[src/rtl/sdx_pkg.sv]
package sdx_pkg;

	localparam int CODE_LENGTH_DEF = 4;
	localparam int OUT_CHARS = 4;

	localparam logic [7:0] PAD_CHAR = 8'h30;
	localparam logic [7:0] DIGIT_1 = 8'h31;
	localparam logic [7:0] DIGIT_2 = 8'h32;
	localparam logic [7:0] DIGIT_3 = 8'h33;
	localparam logic [7:0] DIGIT_4 = 8'h34;
	localparam logic [7:0] DIGIT_5 = 8'h35;
	localparam logic [7:0] DIGIT_6 = 8'h36;

	localparam logic [7:0] LOWER_A = 8'h61;
	localparam logic [7:0] LOWER_Z = 8'h7A;
	localparam logic [7:0] CASE_OFFSET = 8'h20;

	typedef struct packed {
		logic [7:0] char_in;
		logic       word_end;
		logic       empty_word;
	} sdx_word_t;

	typedef struct packed {
		logic [7:0] code_char0;
		logic [7:0] code_char1;
		logic [7:0] code_char2;
		logic [7:0] code_char3;
		logic [2:0] code_length;
	} sdx_code_t;

	function automatic logic [7:0] fold_upper(input logic [7:0] c);
		if (c >= LOWER_A && c <= LOWER_Z) begin
			return c - CASE_OFFSET;
		end
		return c;
	endfunction

	function automatic logic [7:0] letter_code(input logic [7:0] c);
		logic [7:0] d;
		unique case (c)
			" ", "A", "E", "H", "I", "O", "U", "W", "Y": d = PAD_CHAR;
			"B", "F", "P", "V": d = DIGIT_1;
			"C", "G", "J", "K", "Q", "S", "X", "Z": d = DIGIT_2;
			"D", "T": d = DIGIT_3;
			"L": d = DIGIT_4;
			"M", "N": d = DIGIT_5;
			"R": d = DIGIT_6;
			default: d = c;
		endcase
		return d;
	endfunction

endpackage

[src/rtl/sdx_word_if.sv]
interface sdx_word_if import sdx_pkg::*; ();
	logic      valid;
	logic      ready;
	sdx_word_t data;

	modport source(output valid, output data, input ready);
	modport sink(input valid, input data, output ready);
endinterface

[src/rtl/sdx_code_if.sv]
interface sdx_code_if import sdx_pkg::*; ();
	logic      valid;
	logic      ready;
	sdx_code_t data;

	modport source(output valid, output data, input ready);
	modport sink(input valid, input data, output ready);
endinterface

[src/rtl/soundex_word_encoder_core.sv]
// Soundex encoder that takes a word one character per cycle and returns its
// code, up to four characters, on the word's last character, or a zero-length
// code for an empty word. A new character is accepted in every cycle while the
// output side keeps taking codes; a code passes through the input register and
// then the result register. The code of a word in progress is held in the
// accumulator, which updates as each character leaves the input register.
module soundex_word_encoder_core import sdx_pkg::*; #(
	parameter int CODE_LENGTH = CODE_LENGTH_DEF
) (
	input  logic       clk,
	input  logic       arst_n,
	sdx_word_if.sink   word_in,
	sdx_code_if.source code_out
);

	logic      item_valid_s1;
	sdx_word_t item_s1;
	logic      advance;
	logic      has_result;
	sdx_code_t result;
	logic      out_free;
	logic      load;

	assign advance = item_valid_s1 && (!has_result || out_free);
	assign load = advance && has_result;

	sdx_in_stage u_in_stage (
		.clk           (clk),
		.arst_n        (arst_n),
		.word_in       (word_in),
		.advance       (advance),
		.item_valid_s1 (item_valid_s1),
		.item_s1       (item_s1)
	);

	sdx_code_acc #(
		.CODE_LENGTH (CODE_LENGTH)
	) u_code_acc (
		.clk        (clk),
		.arst_n     (arst_n),
		.step       (advance),
		.item       (item_s1),
		.has_result (has_result),
		.result     (result)
	);

	sdx_out_reg u_out_reg (
		.clk      (clk),
		.arst_n   (arst_n),
		.load     (load),
		.result   (result),
		.free     (out_free),
		.code_out (code_out)
	);

`ifndef SYNTHESIS
	a_empty_gives_zero_length: assert property (@(posedge clk) disable iff (!arst_n)
		(load && item_s1.empty_word) |=> (code_out.valid && code_out.data.code_length == 3'd0))
		else $error("empty word did not give a zero-length code");

	a_word_gives_full_length: assert property (@(posedge clk) disable iff (!arst_n)
		(load && !item_s1.empty_word) |=> (code_out.valid && code_out.data.code_length != 3'd0))
		else $error("finished word gave a zero-length code");

	a_stalled_item_held: assert property (@(posedge clk) disable iff (!arst_n)
		(item_valid_s1 && !advance) |=> (item_valid_s1 && $stable(item_s1)))
		else $error("stalled word lost from the input register");
`endif

endmodule

[src/rtl/sdx_in_stage.sv]
module sdx_in_stage import sdx_pkg::*; (
	input  logic      clk,
	input  logic      arst_n,
	sdx_word_if.sink  word_in,
	input  logic      advance,
	output logic      item_valid_s1,
	output sdx_word_t item_s1
);

	assign word_in.ready = !item_valid_s1 || advance;

	always_ff @(posedge clk or negedge arst_n) begin
		if (!arst_n) begin
			item_valid_s1 <= 1'b0;
		end else if (word_in.ready) begin
			item_valid_s1 <= word_in.valid;
		end
	end

	always_ff @(posedge clk) begin
		if (word_in.ready && word_in.valid) begin
			item_s1 <= word_in.data;
		end
	end

endmodule

[src/rtl/sdx_code_acc.sv]
module sdx_code_acc import sdx_pkg::*; #(
	parameter int CODE_LENGTH = CODE_LENGTH_DEF
) (
	input  logic      clk,
	input  logic      arst_n,
	input  logic      step,
	input  sdx_word_t item,
	output logic      has_result,
	output sdx_code_t result
);

	localparam int CW = $clog2(CODE_LENGTH + 1);
	localparam int OUT_LEN = (CODE_LENGTH < OUT_CHARS) ? CODE_LENGTH : OUT_CHARS;

	logic                          at_start_q;
	logic [7:0]                    prev_code_q;
	logic [CODE_LENGTH-1:0][7:0]   buf_q;
	logic [CW-1:0]                 count_q;

	logic [7:0]                    c;
	logic [7:0]                    d;
	logic                          append;
	logic [7:0]                    append_val;
	logic [CODE_LENGTH-1:0][7:0]   buf_n;
	logic [CW-1:0]                 count_n;
	logic [OUT_CHARS-1:0][7:0]     chars;

	assign c = fold_upper(item.char_in);
	assign d = letter_code(c);
	assign has_result = item.empty_word || item.word_end;

	always_comb begin
		append = at_start_q || (d != PAD_CHAR && d != prev_code_q);
		append_val = at_start_q ? c : d;
		buf_n = buf_q;
		count_n = count_q;
		if (append && count_q < CW'(CODE_LENGTH)) begin
			count_n = count_q + CW'(1);
			for (int i = 0; i < CODE_LENGTH; i++) begin
				if (count_q == CW'(i)) begin
					buf_n[i] = append_val;
				end
			end
		end
	end

	for (genvar j = 0; j < OUT_CHARS; j++) begin : g_out
		if (j < CODE_LENGTH) begin : g_used
			assign chars[j] = item.empty_word ? 8'h00 : buf_n[j];
		end else begin : g_unused
			assign chars[j] = 8'h00;
		end
	end

	assign result.code_char0 = chars[0];
	assign result.code_char1 = chars[1];
	assign result.code_char2 = chars[2];
	assign result.code_char3 = chars[3];
	assign result.code_length = item.empty_word ? 3'd0 : 3'(OUT_LEN);

	always_ff @(posedge clk or negedge arst_n) begin
		if (!arst_n) begin
			at_start_q <= 1'b1;
			prev_code_q <= 8'h00;
			buf_q <= {CODE_LENGTH{PAD_CHAR}};
			count_q <= '0;
		end else if (step) begin
			if (has_result) begin
				at_start_q <= 1'b1;
				prev_code_q <= 8'h00;
				buf_q <= {CODE_LENGTH{PAD_CHAR}};
				count_q <= '0;
			end else begin
				at_start_q <= 1'b0;
				prev_code_q <= d;
				buf_q <= buf_n;
				count_q <= count_n;
			end
		end
	end

endmodule

[src/rtl/sdx_out_reg.sv]
module sdx_out_reg import sdx_pkg::*; (
	input  logic       clk,
	input  logic       arst_n,
	input  logic       load,
	input  sdx_code_t  result,
	output logic       free,
	sdx_code_if.source code_out
);

	logic      valid_q;
	sdx_code_t data_q;

	assign free = !valid_q || code_out.ready;
	assign code_out.valid = valid_q;
	assign code_out.data = data_q;

	always_ff @(posedge clk or negedge arst_n) begin
		if (!arst_n) begin
			valid_q <= 1'b0;
		end else if (load) begin
			valid_q <= 1'b1;
		end else if (code_out.ready) begin
			valid_q <= 1'b0;
		end
	end

	always_ff @(posedge clk) begin
		if (load) begin
			data_q <= result;
		end
	end

endmodule

[src/flat_wrapper.sv]
// flat-port wrapper written by rule: the top's interface ports become plain ports
module soundex_word_encoder_core_flat import sdx_pkg::*;
#(
	parameter int CODE_LENGTH = CODE_LENGTH_DEF
)
  (clk, arst_n, word_in_valid, word_in_data, word_in_ready, code_out_valid, code_out_data, code_out_ready);
  sdx_word_if word_in_i ();
  sdx_code_if code_out_i ();
  input  logic clk;
  input  logic arst_n;
  input wire logic [$bits(word_in_i.valid)-1:0] word_in_valid;
  input wire logic [$bits(word_in_i.data)-1:0] word_in_data;
  output wire logic [$bits(word_in_i.ready)-1:0] word_in_ready;
  output wire logic [$bits(code_out_i.valid)-1:0] code_out_valid;
  output wire logic [$bits(code_out_i.data)-1:0] code_out_data;
  input wire logic [$bits(code_out_i.ready)-1:0] code_out_ready;
  assign word_in_i.valid = word_in_valid;
  assign word_in_i.data = word_in_data;
  assign word_in_ready = word_in_i.ready;
  assign code_out_valid = code_out_i.valid;
  assign code_out_data = code_out_i.data;
  assign code_out_i.ready = code_out_ready;
  soundex_word_encoder_core #(.CODE_LENGTH(CODE_LENGTH)) u_core (.clk(clk), .arst_n(arst_n), .word_in(word_in_i), .code_out(code_out_i));
endmodule
[config.mk]
export PLATFORM = sky130hd
export DESIGN_NAME = soundex_word_encoder_core_flat
export DESIGN_NICKNAME = d
export VERILOG_FILES = /design/src/rtl/sdx_pkg.sv /design/src/rtl/sdx_word_if.sv /design/src/rtl/sdx_code_if.sv /design/src/rtl/soundex_word_encoder_core.sv /design/src/rtl/sdx_in_stage.sv /design/src/rtl/sdx_code_acc.sv /design/src/rtl/sdx_out_reg.sv /design/src/flat_wrapper.sv
export SDC_FILE = /design/constraint.sdc
export NUM_CORES = 1
export LEC_CHECK = 0
export ABC_AREA = 0
export BUFFER_PORTS_ARGS = -buffer_cell sky130_fd_sc_hd__buf_2
export CAP_MARGIN = 20
export CORE_MARGIN = 2
export CORE_UTILIZATION = 35
export CTS_BUF_LIST = sky130_fd_sc_hd__clkbuf_16
export DETAILED_ROUTE_END_ITERATION = 7
export PLACE_DENSITY_LB_ADDON = 0.2
export SYNTH_ARGS = -nofsm -noshare
export SYNTH_HDL_FRONTEND = slang
export SYNTH_SLANG_ARGS = --single-unit
[constraint.sdc]
create_clock -name clk -period 3.4 [get_ports clk]
set_input_delay 0.68 -clock clk [delete_from_list [all_inputs] [get_ports clk]]
set_output_delay 0.68 -clock clk [all_outputs]
set_load 0.005 [all_outputs]
Word level (Yosys, flattened, before mapping)
Index checks and enable logic that the tools add are counted.
Cells by class
  order comparisons: 3
  equal/unequal tests: 32
  multiplexer cells: 18
  add/sub/neg operators: 2
  reduce and logical (&&, ||, !) cells: 23
Operators by type and width (number)
  8-bit by 7-bit == test with 1-bit output (second input constant): 26
  32-bit two-way mux: 2
  8-bit two-way mux: 8
  8-bit case mux with 7 select lines: 1
  3-bit two-way mux: 3
  9-bit OR reduction: 1
  8-bit by 6-bit == test with 1-bit output (second input constant): 1
  8-bit by 7-bit greater-or-equal comparator with 1-bit output (second input constant): 1
  8-bit by 7-bit less-or-equal comparator with 1-bit output (second input constant): 1
  8-bit by 6-bit != test with 1-bit output (second input constant): 1
  8-bit != test: 1
  8-bit OR reduction: 1
  8-bit by 6-bit subtractor with 8-bit output (second input constant): 1
  3-bit by 2-bit == test with 1-bit output (second input constant): 2
  1-bit logical AND: 6
  1-bit logical OR: 5
  1-bit two-way mux: 4
  2-bit nonzero test: 2
  2-bit OR reduction: 2
  4-bit OR reduction: 1
  3-bit by 1-bit adder with 3-bit output (second input constant): 1
  3-bit by 1-bit == test with 1-bit output (second input constant): 1
  1-bit zero test: 3
  3-bit zero test: 1
  2 further kinds: 2
Word-level totals
  bits of input ports: 14
  register bits after elaboration: 91
  word-level logic and storage cells: 95

Depth between registers and ports, before layout
  depth after elaboration: 13
  depth in mapped cells: 14
  depth with buffers taken out: 11

By module
A second synthesis with hierarchy kept.
Unflattened totals
  cells, all modules: 436
  area total of the unflattened synthesis: 4912.2 sq um
Modules (own cells, without submodules)
  sdx_code_acc: area an instance 3440.8 sq um, cells each 381, instances 1
  sdx_out_reg: area an instance 1098.6 sq um, cells each 38, instances 1
  sdx_in_stage: area an instance 354.1 sq um, cells each 14, instances 1
  soundex_word_encoder_core: area an instance 18.8 sq um, cells each 3, instances 1

Least setup slack after synthesis
Ideal clock, no wire load.
  path kind: reg2reg
  start: register, netlist name u_core.u_in_stage.item_s1[7]
  end: register u_core.u_out_reg.data_q (netlist bit u_core.u_out_reg.code_out.data[13]), data pin
  clock period less this slack: 3189 ps
  arrival: 2929 ps
  stages on the path, launching flop included: 12
  path slack: 211 ps
  library setup time: 260 ps
  path buffers: 0
  path through: edfxtp_1 inv_1 ha_1 nor2_1 o2111ai_1 o21a_1 nor2_1 o211ai_1 o31ai_4 a31oi_2 a21oi_4 mux2_2
On the way
  cells in the longest elaborated chain, start to end: 12
  elaborated cells on any way between the ends: 48
  classes of those cells: add/sub: 1; order compare: 2; eq/ne: 29; mux: 7; reduce/logical: 9
Ends and longest elaborated chain
  8-bit by 7-bit greater-or-equal comparator with 1-bit output or 8-bit by 7-bit less-or-equal comparator with 1-bit output (tied branches): RTL line sdx_pkg.sv:33  | if (c >= LOWER_A && c <= LOWER_Z) begin
  1-bit logical AND: RTL line sdx_pkg.sv:33
  1-bit two-way mux: RTL line sdx_pkg.sv:33
  8-bit two-way mux *: RTL line sdx_pkg.sv:36  | return c;
  8-bit by 6-bit == test with 1-bit output or 8-bit by 7-bit == test with 1-bit output (tied branches): RTL line sdx_pkg.sv:41  | unique case (c)
  9-bit OR reduction, or another cell as far along: RTL line sdx_pkg.sv:41
  8-bit case mux with 7 select lines: RTL line sdx_pkg.sv:41
  8-bit by 6-bit != test with 1-bit output or 8-bit != test (tied branches): RTL line sdx_code_acc.sv:33  | append = at_start_q || (d != PAD_CHAR && d != prev_code_q);
  1-bit logical AND: RTL line sdx_code_acc.sv:33
  1-bit logical OR: RTL line sdx_code_acc.sv:33
  1-bit logical AND: RTL line sdx_code_acc.sv:37  | if (append && count_q < CW'(CODE_LENGTH)) begin
  32-bit two-way mux *: RTL line sdx_code_acc.sv:37
  end signal: assignment: RTL line sdx_out_reg.sv:29  | data_q <= result;
  end: declaration: RTL line sdx_out_reg.sv:11  | sdx_code_t data_q;
Mark *: on every way between the ends. The rest lies on a longest branch, timed or not. The select of a mux whose other input is x is not followed.
A chain may end at the register's enable or synchronous reset.

Worst setup path after layout
  start: register, netlist name u_core.u_in_stage.item_s1[5]
  end: register u_core.u_out_reg.data_q (netlist bit u_core.u_out_reg.code_out.data[31]), data pin
On the way
  cells in the longest elaborated chain, start to end: 12
  elaborated cells on any way between the ends: 48
  classes of those cells: add/sub: 1; order compare: 2; eq/ne: 29; mux: 7; reduce/logical: 9
Ends and longest elaborated chain (RTL line)
  8-bit by 7-bit greater-or-equal comparator with 1-bit output or 8-bit by 7-bit less-or-equal comparator with 1-bit output (tied branches): sdx_pkg.sv:33
  1-bit logical AND: sdx_pkg.sv:33
  1-bit two-way mux: sdx_pkg.sv:33
  8-bit two-way mux *: sdx_pkg.sv:36
  8-bit by 6-bit == test with 1-bit output or 8-bit by 7-bit == test with 1-bit output (tied branches): sdx_pkg.sv:41
  9-bit OR reduction, or another cell as far along: sdx_pkg.sv:41
  8-bit case mux with 7 select lines: sdx_pkg.sv:41
  8-bit by 6-bit != test with 1-bit output or 8-bit != test (tied branches): sdx_code_acc.sv:33
  1-bit logical AND: sdx_code_acc.sv:33
  1-bit logical OR: sdx_code_acc.sv:33
  1-bit logical AND: sdx_code_acc.sv:37
  32-bit two-way mux *: sdx_code_acc.sv:37
Marks and branches as above.

==> impl_metrics.toml <==
[route]
wire_per_inst_um = 18.5
viasPerCell = 5.55
route.antenna.remaining_nets = 0
drc = 0
drt_iter0_drc = 362
num_vias = 4083
drt-total-wl_um = 13700
firstDrtPassIters = 5

[logic_synthesis]
synth_top_cell_area_share_pct = 26.1
yosys.cell_types.count = 64
syn_area_um2 = 4940
syn_avg_cell_area_um2 = 10.4
yosysTopAreaCell = "edfxtp_1"
ys_ff_latch = 89
synth-edff-count = 43
ys_warn_count = 0
async_reset_ff_share_pct = 51.7
synthTopCellsByArea = "edfxtp_1 26%, dfrtp_1 19%, dfstp_2 4.8%"
netlist_instances = 474
synth_ff_type = "edfxtp_1"
synth_sequential_area_ratio_pct = 49.7

[timing]
fin_ws_ps = 174
slew_viol_final = 0
fmax_mhz = 310
finalCriticalPeriod_ps = 3230
slew_headroom_pct = 37.6
finClkSkew_ps = 9.09
period_share_pct = 94.9
setup_viol_count_final = 0
worstMarginPinSlew_ps = 930
rsz0062_at_grt = "false"
finalSetupTns_ps = 0
hold_viol_final = 0

[layout]
antenna_cells = 0
design_area_um2 = 5970
drive_gt1_share_pct = 26.8
layout_commonest_cell = "nand2_1"
final_nets = 571
area_growth_pct = 20.8
mostFrequentLayoutCells = "59 x nand2_1, 48 x buf_2, 43 x edfxtp_1, 38 x buf_4, 37 x dfrtp_1"

[cts]
cts_made_buffers = 9
numClockSinks = 89
cts.clk_slew.worst_paths_ps = 70
cts_tree = "built"
hold_buffers = 0
clk_latency_ps = 350
cts.path.max_buffers = 2
htreeDepth = 3
clockRootBuffer = "clkbuf_16"

[critical_path]
critPathBufInv = 1
slowest_delay_ps = 520
arrival_ps = 3350
critPathSlowestCell = "edfxtp_1"
path_cells = "buf_4, nor3b_1, o21ai_0, o221ai_1, a21oi_4, a22o_1, nand2_1, a31oi_2, nor3_1, a311oi_1"
critPathLaunchType = "flip-flop"
critPathTopFamily = "compound AO/OA/AOI/OAI gates"
worstSetupPathType = "flip-flop to flip-flop"
worst_ep_required_time_ps = 3520
endpoint_kind = "flip-flop"
crit_fanout = 9

[floorplanning]
die-area_um2 = 15100
start_util_pct = 35.7
die_width_um = 123
core_area_um2 = 13800
die_y_um = 123
pin_count = 51
rows = 43

[place]
gp_congestion = 0.957
numPortBuffers = 48
place_area_um2 = 5560
dp_hpwl_um = 9770
dp_slack_ps = 4.55

[global_route]
overflow = 0
grt_pass1_vias = 3862
grt_pass1_wl_um = 21600
antenna_found_initial = 0
track_usage_pct = 19.0
grt_start_max_net_pins = 47

[power_and_ir_drop]
p_leak_nw = 2.56
powerDensity_nw_per_um2 = 498
ir_drop_mv = 0.233

[hold_path]
hold_class = "input port to asynchronous set/reset pin"

[flow_run]
max-cap-violations = 0

[run_status]
status = "completed"
kinds of logic (layout without fill, tap and decap cells):
logic type | after synthesis | count (layout) | share of synthesized area, %
flip-flops | 89 | 89 | 49.7
AO/OA/AOI/OAI | 144 | 144 | 23.4
AND/OR/NAND/NOR | 158 | 158 | 15.8
buffers and inverters | 51 | 132 | 4.43
adder cells (fa/ha/maj) | 7 | 7 | 1.72
multiplexers | 23 | 23 | 4.81
XOR/XNOR | 1 | 1 | 0.177
other | 1 | 2 | 0.0759
worst register-to-register path: stages, from the launching register on:
cell and delay, ps:
edfxtp_1 520, buf_4 200, nor3b_1 140, o21ai_0 230, o221ai_1 200, a21oi_4 300
a22o_1 340, nand2_1 150, a31oi_2 460, nor3_1 80, a311oi_1 390
through the flow:
step | std cells | hold WS (ps) | util, % | total power [mW]
after floorplan | 475 | 384 | - | 1.75
after detailed placement | 709 | 457 | 40.2 | 2.02
final | 736 | 163 | 43.2 | 2.97
after global routing | 736 | 160 | 43.2 | 3.12
after global placement | 709 | 453 | 40.2 | 2.01
after CTS | 725 | 467 | 42.2 | 2.96
worst paths after layout:
kind                                                          from                                          endpoint  slack, ps  cells after the start
max                         u_core.u_in_stage.item_s1[5]$_DFFE_PP_  u_core.u_out_reg.code_out.data[31]$_SDFFCE_PP0P_        170                     10
min                                                         arst_n            u_core.u_code_acc.buf_q[8]$_DFFE_PN0P_        160                      1
max reg2reg                 u_core.u_in_stage.item_s1[5]$_DFFE_PP_  u_core.u_out_reg.code_out.data[31]$_SDFFCE_PP0P_        170                     10
min reg2reg                u_core.u_code_acc.buf_q[21]$_DFFE_PN1P_           u_core.u_code_acc.buf_q[21]$_DFFE_PN1P_        460                      2
max in group asynchronous                                   arst_n          u_core.u_code_acc.at_start_q$_DFFE_PN1P_       2700                      2
min in group clk           u_core.u_code_acc.buf_q[21]$_DFFE_PN1P_           u_core.u_code_acc.buf_q[21]$_DFFE_PN1P_        460                      2
registers in the layout, summed over array words and instances (netlist names):
signal,count
u_core.u_in_stage.item_valid_s1,1
u_core.u_code_acc.count_q,3
u_core.u_code_acc.buf_q,32
u_core.u_out_reg.code_out.valid,1
u_core.u_code_acc.prev_code_q,8
u_core.u_code_acc.at_start_q,1
u_core.u_out_reg.code_out.data,33
u_core.u_in_stage.item_s1,10
cell type report:
cell class                 instances  area (um2)
tap                              180         225
multi-input combinational        335        2310
timing repair buffer              91         611
clock buffer                       9         225
fill                            1324        7860
clock inverter                     7        47.5
sequential                        89        2450
inverter                          25        93.8
synthesized netlist by cell type (8+ instances only):
| library cell | number |
|---|---|
| nand2_1 | 59 |
| edfxtp_1 | 43 |
| dfrtp_1 | 37 |
| nor2_1 | 28 |
| inv_1 | 23 |
| a21oi_1 | 18 |
| o21ai_0 | 18 |
| mux2i_1 | 17 |
| a22o_1 | 15 |
| nor2b_1 | 15 |
| clkbuf_1 | 14 |
| o32ai_1 | 12 |
| o21ai_1 | 11 |
| dfstp_2 | 9 |
| and2_1 | 8 |
| nand3_1 | 8 |
| nor3_1 | 8 |
where the power goes:
part / total, mW / internal, mW / switching (mW)
clock network: 0.936 / 0.496 / 0.440
logic: 0.721 / 0.280 / 0.441
registers: 1.32 / 1.26 / 0.0589
total: 2.97 / 2.03 / 0.940
layer usage:
metal / GRT usage, % / vias up / share of wire (%)
met1: 28.1 / 1990 / 48
met5: 0 / - / 0
met2: 27.1 / 149 / 44
met3: 3.62 / 23 / 5.6
met4: 7.69 / 0 / 2.3
li1: - / 1921 / -
repair_timing:
| item | in CTS | in global routing |
|---|---|---|
| buffers inserted | 0 | 10 |
| gates resized for setup | 0 | 10 |
| endpoints found under the setup margin | 0 | 62 |
Note: power is estimated with default switching activity, not from simulation.
